--- src/rtl/evc_pkg.sv ---
// Package for the encoder velocity classifier: field widths, fixed-point
// constants and configuration register indexes. No dependencies.
package evc_pkg;

    localparam int CountWidth  = 16;
    localparam int VelWidth    = 16;
    localparam int AccWidth    = 32;
    localparam int ThreshWidth = 16;
    localparam int CfgIdxWidth = 2;

    // Position scale is 2^ScaleShift; average is 3/8 new + 5/8 old.
    localparam int ScaleShift   = 12;
    localparam int GainNew      = 3;
    localparam int GainOld      = 5;
    localparam int GainDivShift = 3;

    localparam logic [ThreshWidth-1:0] SlowReset   = ThreshWidth'(1);
    localparam logic [ThreshWidth-1:0] MediumReset = ThreshWidth'(10);
    localparam logic [ThreshWidth-1:0] FastReset   = ThreshWidth'(100);

    typedef enum logic [CfgIdxWidth-1:0] {
        CFG_SLOW   = 2'd0,
        CFG_MEDIUM = 2'd1,
        CFG_FAST   = 2'd2
    } cfg_idx_t;

    typedef enum logic {
        ACT_TICK  = 1'b0,
        ACT_RESET = 1'b1
    } action_t;

endpackage

--- src/rtl/encoder_velocity_classifier.sv ---
// Encoder velocity classifier top level: smoothed velocity update and
// speed/direction classification. Depends on evc_pkg.
//
//  channel  | direction | handshake          | payload
//  ---------+-----------+--------------------+----------------------------------
//  s_       | in        | s_valid / s_ready  | action, count_sample
//  m_       | out       | m_valid / m_ready  | velocity, direction and speed flags
//  cfg_     | in        | cfg_we             | cfg_index, cfg_wdata
//
// One item per cycle while m_ready does not stall; an item is registered in
// stage one and then in stage two before its result shows on m_. Stage one
// updates the running average and holds the 16-bit velocity; stage two holds
// the classified result. Synchronous active-low reset clears the estimator
// state and loads the default thresholds. Stalls on m_ready back up through both
// stages; s_ready drops only when both stages hold an item and m_ready is low.
module encoder_velocity_classifier (
    input  logic                                 aclk,
    input  logic                                 aresetn,
    input  logic                                 s_valid,
    output logic                                 s_ready,
    input  logic                                 s_action,
    input  logic signed [evc_pkg::CountWidth-1:0] s_count_sample,
    output logic                                 m_valid,
    input  logic                                 m_ready,
    output logic signed [evc_pkg::VelWidth-1:0]  m_velocity,
    output logic                                 m_turning,
    output logic                                 m_clockwise,
    output logic                                 m_counter_clockwise,
    output logic                                 m_speed_slow,
    output logic                                 m_speed_medium,
    output logic                                 m_speed_fast,
    input  logic                                 cfg_we,
    input  logic [evc_pkg::CfgIdxWidth-1:0]      cfg_index,
    input  logic [evc_pkg::ThreshWidth-1:0]      cfg_wdata
);

    localparam int AccW  = evc_pkg::AccWidth;
    localparam int WideW = AccW + 3;

    // Thresholds
    logic [evc_pkg::ThreshWidth-1:0] slow_th_reg, medium_th_reg, fast_th_reg;

    always_ff @(posedge aclk) begin
        if (!aresetn) begin
            slow_th_reg   <= evc_pkg::SlowReset;
            medium_th_reg <= evc_pkg::MediumReset;
            fast_th_reg   <= evc_pkg::FastReset;
        end else if (cfg_we) begin
            unique case (cfg_index)
                evc_pkg::CFG_SLOW:   slow_th_reg   <= cfg_wdata;
                evc_pkg::CFG_MEDIUM: medium_th_reg <= cfg_wdata;
                evc_pkg::CFG_FAST:   fast_th_reg   <= cfg_wdata;
                default: ;
            endcase
        end
    end

    // Handshake between the two stages
    logic stg1_valid_reg, out_valid_reg;
    logic stg1_advance, in_accept;

    assign stg1_advance = !out_valid_reg || m_ready;
    assign s_ready      = !stg1_valid_reg || stg1_advance;
    assign in_accept    = s_valid && s_ready;

    // Estimator update
    logic signed [evc_pkg::CountWidth-1:0] prev_count_reg, prev_count_next;
    logic signed [AccW-1:0]                avg_reg, avg_next;
    logic signed [evc_pkg::CountWidth:0]   delta;
    logic signed [AccW-1:0]                delta_ext, new_term, old_term;
    logic signed [WideW-1:0]               old_x, old_adj;

    always_comb begin
        delta     = {s_count_sample[evc_pkg::CountWidth-1], s_count_sample}
                  - {prev_count_reg[evc_pkg::CountWidth-1], prev_count_reg};
        delta_ext = AccW'(delta);
        // scaled difference is a multiple of 8, so this division is exact
        new_term  = (delta_ext * AccW'(evc_pkg::GainNew))
                    <<< (evc_pkg::ScaleShift - evc_pkg::GainDivShift);
        old_x     = WideW'(avg_reg) * WideW'(evc_pkg::GainOld);
        // bias negative values so the shift truncates toward zero
        old_adj   = old_x[WideW-1]
                  ? old_x + WideW'((1 << evc_pkg::GainDivShift) - 1)
                  : old_x;
        old_term  = old_adj[evc_pkg::GainDivShift +: AccW];

        prev_count_next = prev_count_reg;
        avg_next        = avg_reg;
        if (in_accept) begin
            if (s_action == evc_pkg::ACT_RESET) begin
                prev_count_next = '0;
                avg_next        = '0;
            end else begin
                prev_count_next = s_count_sample;
                avg_next        = new_term + old_term;
            end
        end
    end

    logic signed [evc_pkg::VelWidth-1:0] stg1_vel_reg;

    always_ff @(posedge aclk) begin
        if (!aresetn) begin
            prev_count_reg <= '0;
            avg_reg        <= '0;
            stg1_valid_reg <= 1'b0;
        end else begin
            prev_count_reg <= prev_count_next;
            avg_reg        <= avg_next;
            if (s_ready) begin
                stg1_valid_reg <= in_accept;
            end
        end
    end

    always_ff @(posedge aclk) begin
        if (in_accept) begin
            stg1_vel_reg <= avg_next[evc_pkg::VelWidth-1:0];
        end
    end

    // Classification
    logic [evc_pkg::VelWidth:0] mag;
    logic                       at_slow, at_medium, at_fast, cw, ccw;

    always_comb begin
        mag = stg1_vel_reg[evc_pkg::VelWidth-1]
            ? (evc_pkg::VelWidth+1)'(0) - (evc_pkg::VelWidth+1)'(stg1_vel_reg)
            : (evc_pkg::VelWidth+1)'(stg1_vel_reg);
        at_slow   = mag >= {1'b0, slow_th_reg};
        at_medium = mag >= {1'b0, medium_th_reg};
        at_fast   = mag >= {1'b0, fast_th_reg};
        ccw       = stg1_vel_reg[evc_pkg::VelWidth-1] && at_slow;
        cw        = !stg1_vel_reg[evc_pkg::VelWidth-1] && (stg1_vel_reg != '0) && at_slow;
    end

    logic signed [evc_pkg::VelWidth-1:0] m_velocity_reg;
    logic m_turning_reg, m_cw_reg, m_ccw_reg, m_slow_reg, m_medium_reg, m_fast_reg;

    always_ff @(posedge aclk) begin
        if (!aresetn) begin
            out_valid_reg <= 1'b0;
        end else if (stg1_advance) begin
            out_valid_reg <= stg1_valid_reg;
        end
    end

    always_ff @(posedge aclk) begin
        if (stg1_advance && stg1_valid_reg) begin
            m_velocity_reg <= stg1_vel_reg;
            m_turning_reg  <= cw || ccw;
            m_cw_reg       <= cw;
            m_ccw_reg      <= ccw;
            m_slow_reg     <= at_slow && !at_medium;
            m_medium_reg   <= at_medium && !at_fast;
            m_fast_reg     <= at_fast;
        end
    end

    assign m_valid             = out_valid_reg;
    assign m_velocity          = m_velocity_reg;
    assign m_turning           = m_turning_reg;
    assign m_clockwise         = m_cw_reg;
    assign m_counter_clockwise = m_ccw_reg;
    assign m_speed_slow        = m_slow_reg;
    assign m_speed_medium      = m_medium_reg;
    assign m_speed_fast        = m_fast_reg;

endmodule

--- config.mk ---
export PLATFORM = sky130hd
export DESIGN_NAME = encoder_velocity_classifier
export DESIGN_NICKNAME = d
export VERILOG_FILES = /design/src/rtl/evc_pkg.sv /design/src/rtl/encoder_velocity_classifier.sv
export SDC_FILE = /design/constraint.sdc
export NUM_CORES = 1
export LEC_CHECK = 0
export ABC_AREA = 1
export BUFFER_PORTS_ARGS = -buffer_cell sky130_fd_sc_hd__buf_2
export CAP_MARGIN = 30
export CORE_MARGIN = 2
export CORE_UTILIZATION = 35
export DETAILED_ROUTE_END_ITERATION = 7
export PLACE_DENSITY_LB_ADDON = 0.2
export SLEW_MARGIN = 0
export SYNTH_ARGS = -nofsm -noshare
export SYNTH_HDL_FRONTEND = slang
export SYNTH_SLANG_ARGS = --single-unit
--- constraint.sdc ---
create_clock -name aclk -period 7.3 [get_ports aclk]
set_input_delay 1.46 -clock aclk [delete_from_list [all_inputs] [get_ports aclk]]
set_output_delay 1.46 -clock aclk [all_outputs]
set_load 0.1 [all_outputs]
# Word level (Yosys, flattened, before mapping)

Index checks and enable logic that the tools add are counted.

Output and inout bits: 24
Flip-flop bits (word level): 136
Word-level logic and storage cells: 52

Mux-type cells: 5
$lt $le $gt $ge: 3
Equal/unequal tests: 2
Add/subtract/negate cells: 4
Multipliers: 2
Reductions and logical operators: 20

Operators by type and width:

| kind                                                                   | number |
|---|---|
| 17-bit by 16-bit >= comparator with 1-bit output                       | 3 |
| 35-bit by 4-bit adder with 35-bit output (second input constant)       | 1 |
| 32-bit by 4-bit multiplier with 35-bit output (second input constant)  | 1 |
| 35-bit two-way mux                                                     | 1 |
| 29-bit by 32-bit adder with 32-bit output                              | 1 |
| 16-bit two-way mux                                                     | 2 |
| 32-bit two-way mux                                                     | 1 |
| 17-bit by 3-bit multiplier with 20-bit output (second input constant)  | 1 |
| 17-bit two-way mux                                                     | 1 |
| 1-bit by 16-bit subtractor with 17-bit output (first input constant)   | 1 |
| 16-bit by 16-bit subtractor with 17-bit output                         | 1 |
| 16-bit nonzero test                                                    | 1 |
| 1-bit logical AND                                                      | 7 |
| 2-bit AND reduction                                                    | 3 |
| 1-bit logical NOT                                                      | 5 |
| 1-bit logical OR                                                       | 3 |
| 2-bit by 1-bit equality test with 1-bit output (second input constant) | 1 |
| 2-bit equality test (second input constant)                            | 1 |
| 2-bit logical NOT                                                      | 1 |

# Logic depth before layout (Yosys ltp)

Word-level depth: 6
Depth in mapped cells: 36
Depth with buffers taken out: 36

# Worst setup path before layout

Ideal clock, no wire load.

Path type: input to register
Start point: input port s_count_sample[2] (netlist bit)
End point: register avg_reg[31]
Path slack: 1267 ps
Data arrival time: 5901 ps
Path buffers: 0
Stages on the path: 29
Library setup time: 132 ps
Path through: ha_1 nand2_1 nor2_1 a211oi_1 o21bai_1 a21oi_1 o21bai_1 a21oi_1 o21bai_1 nand2_1 o21ai_0 xor2_1 ha_1 ha_1 nand2_1 inv_1 a221oi_1 nand2_1 nand2_1 xnor2_1 ha_1 nand2_1 nor2_1 a2111oi_0 o311ai_0 inv_1 nand3_1 nand3_1 a21oi_1

Cells in the longest elaborated chain, start to end: 4

Ends and longest elaborated chain:

| what                                           | RTL line                           | source |
|---|---|---|
| start, declared                                | encoder_velocity_classifier.sv:22  | `input logic signed [evc_pkg::CountWidth-1:0] s_count_sample,` |
| 16-bit by 16-bit subtractor with 17-bit output | encoder_velocity_classifier.sv:75  | `- {prev_count_reg[evc_pkg::CountWidth-1], prev_count_reg};` |
| 17-bit by 3-bit multiplier with 20-bit output  | encoder_velocity_classifier.sv:78  | `new_term = (delta_ext * AccW'(evc_pkg::GainNew))` |
| 29-bit by 32-bit adder with 32-bit output      | encoder_velocity_classifier.sv:95  | `avg_next = new_term + old_term;` |
| 32-bit two-way mux                             | encoder_velocity_classifier.sv:90  | `if (s_action == evc_pkg::ACT_RESET) begin` |
| end signal, assigned                           | encoder_velocity_classifier.sv:109 | `avg_reg <= avg_next;` |
| end, declared                                  | encoder_velocity_classifier.sv:68  | `logic signed [AccW-1:0] avg_reg, avg_next;` |

Every way passes these cells.
A chain may end at the register's enable or synchronous reset.

# Worst setup path in the final report

Ends and elaborated chain as after synthesis.

==> reports/metrics.csv <==
metric,value,unit
die_area,0.0368,mm²
path_class,in -> reg,
drc,0,
period_share,0.877,
worst_slack,0.899,ns
skew,0.00777,ns
grt_pass1_vias,10800,
drt_iter0_drc,523,
timing.rr.end,avg_reg[31],
synth_cells,1808,
power.density,356,mW/mm²
hold_path.class,reg -> reg,
total_leakage_power,6.82,nW
ys_warn_count,0,
rsz0062_at_grt,false,
core,0.0346,mm²
grt_max_degree,50,
combPwrFrac,0.626,
nets,2089,
status,"complete, no violations",
drt_pre_antenna_iters,5,
yosys.area.top_type,ha_1,
grt_overflow,0,
antenna_cells,0,
p_int,2.41,mW
timing.critical_path.max_delay_family,compound AO/OA/AOI/OAI gates,
hold_path_depth,2,
start_kind,primary input,
dpl_worst_slack,0.436,ns
clock.fmax,0.156,GHz
syn_avg_cell_area,6.83,µm²
gp_congestion,0.880,
drive_gt1_frac,0.0835,
hold_ws,0.463,ns
routedWlPerCell,13.9,µm
grt_use_met1,0.250,
worst_ep_required_time,7.60,ns
critPathMaxFanout,5,
die_w,192,µm
hp-start,medium_th_reg[9],
grt_pass1_wl,54400,µm
viasPerCell,4.85,
swShare,0.508,
crit_buf_inv,2,
pwr-share-seq,0.202,
root_buffer,clkbuf_16,
fin_crit,6.40,ns
dr_total_vias,11300,
slew_headroom,0.413,
cts_tree,built,
grt.met3_usage,0.0228,
cap_violations,0,
ys.flop_type,dfxtp_1,
routed_wl,32600,µm
antenna_found_initial,0,
htreeDepth,4,
cp_common_cell,nand2_1,
drtAntennaViolNets,0,
synth_fp_nets,2030,
die_y,192,µm
largest_register_ffs,32,
grt_busiest_layer,met2,
peakVddDrop,268,µV
worst_slew_pin_slew,0.880,ns
cts_buffers,17,
rrSetupSlack,1.66,ns
cts_setup_buffers,0,
io_pins,64,
ys_seq_area_frac,0.251,
cts.clk_slew.worst_paths,0.07,ns
use_met2,0.314,
hpwl,26600,µm
arrival,6.70,ns
synth_area,0.0123,mm²
finalSetupViolCount,0,
synth_area_leaders,"ha_1 18%, dfxtp_1 16%, nand2_1 14%, edfxtp_1 9.2%, inv_1 8.7%",
clkSinkCount,136,
setup_tns,0,ns
hold_violations,0,
areaGrowthSynthToFinish,11.5,%
rr_worst_depth,30,
yosysTopAreaCellShare,0.180,
power.switching,2.49,mW
grt_usage,0.186,
fin_util,0.398,
worst_path_max_delay_cell,a2111oi_0,
drv_slew,0,
clock_latency,0.44,ns
async_flop_share,0,
holdPathEnd,medium_th_reg[9],
clock_path_buffers,2,
total_power,4.90,mW
cts_hold_buf,0,
cp-end-kind,flop,
start_util,0.357,
ys_ff_latch,136,
slowest_delay,0.43,ns
synth-edff-count,38,
io_buffer_count,63,
fillCellCount,3668,
num_rows,68,
cts_resized,0,
r2r-start,prev_count_reg[2],
clock_power_share,0.172,
synth.distinct_cells,52,
## cells in the mapped netlist, types with 27 or more instances
cell and number:
inv_1 287, edfxtp_1 38, nand3_1 74, nand2_1 457, ha_1 178, nor2_1 133, a21oi_1 185, clkbuf_1 27
dfxtp_1 98, xor2_1 44, o21ai_0 91
## layout by cell type, fill, tap and decap left out, drive strengths merged, types with 8 or more instances in the layout
master / Yosys / routed
o211ai: 12 / 12
dfxtp: 98 / 98
nand4: 18 / 18
xnor2: 23 / 23
edfxtp: 38 / 38
nor3: 27 / 27
clkinv: 2 / 8
xor2: 46 / 46
a21oi: 188 / 188
nor2: 141 / 141
buf: 1 / 68
or2: 14 / 14
nand3: 80 / 80
inv: 294 / 302
o21bai: 9 / 9
ha: 178 / 178
nand2: 465 / 465
clkbuf: 27 / 17
o21ai: 93 / 93
## final cells by class
type / count / area, µm² / area share
timing repair buffer: 68 / 384 / 0.0279
multi-input combinational: 1348 / 8050 / 0.584
sequential: 136 / 3100 / 0.225
clock inverter: 15 / 133 / 0.00963
tap: 455 / 569 / 0.0413
clock buffer: 17 / 425 / 0.0309
inverter: 296 / 1110 / 0.0807
## per-stage QoR
stage	instances	area (µm²)
global placement	2300	13200
finish	2335	13800
floorplan	1808	12300
CTS	2335	13800
global route	2335	13800
detailed placement	2303	13200
## cell families (layout without fill, tap and decap cells)
group           Yosys count  in the layout  synth area share
flops                   136            136             0.251
fa+ha+maj               182            182             0.187
simple gates            761            761             0.264
compound gates          336            336             0.149
buf+inv                 324            396            0.0985
xor+xnor                 69             69            0.0502
## worst reg2reg max path, delay by kind of cell, from the launching register on
| family | cells | cell delay (ns) |
|---|---|---|
| AO/OA/AOI/OAI | 10 | 1.91 |
| XOR/XNOR | 2 | 0.59 |
| adder cells (fa/ha/maj) | 4 | 1.31 |
| buffers and inverters | 2 | 0.16 |
| flip-flops | 1 | 0.33 |
| AND/OR/NAND/NOR | 12 | 1.19 |
## how the worst max path moves through the flow
stage / start / cells past startpoint / end
floorplan: s_count_sample[2] / 29 / avg_reg[31]
global placement: s_count_sample[2] / 30 / avg_reg[31]
detailed placement: s_count_sample[2] / 30 / avg_reg[31]
CTS: s_count_sample[2] / 30 / avg_reg[31]
global route: s_count_sample[2] / 30 / avg_reg[31]
finish: s_count_sample[2] / 30 / avg_reg[31]
## power groups by stage
stage          combinational, mW  sequential (mW)  clock (mW)
2_1_floorplan               2.20             1.10           0
3_3_place_gp                3.04             1.01           0
3_5_place_dp                3.05             1.01           0
4_1_cts                     3.08            0.991       0.862
5_1_grt                     3.52             1.00       0.899
6_report                    3.06            0.988       0.844
## routing by layer
metal / up-vias / share of wire / wire length (µm)
met5: - / 0 / 0
met3: 29 / 0.033 / 1070
li1: 6047 / - / -
met1: 5063 / 0.50 / 16100
met4: 0 / 0.016 / 520
met2: 179 / 0.46 / 14800
(Power assumes the default switching activity.)
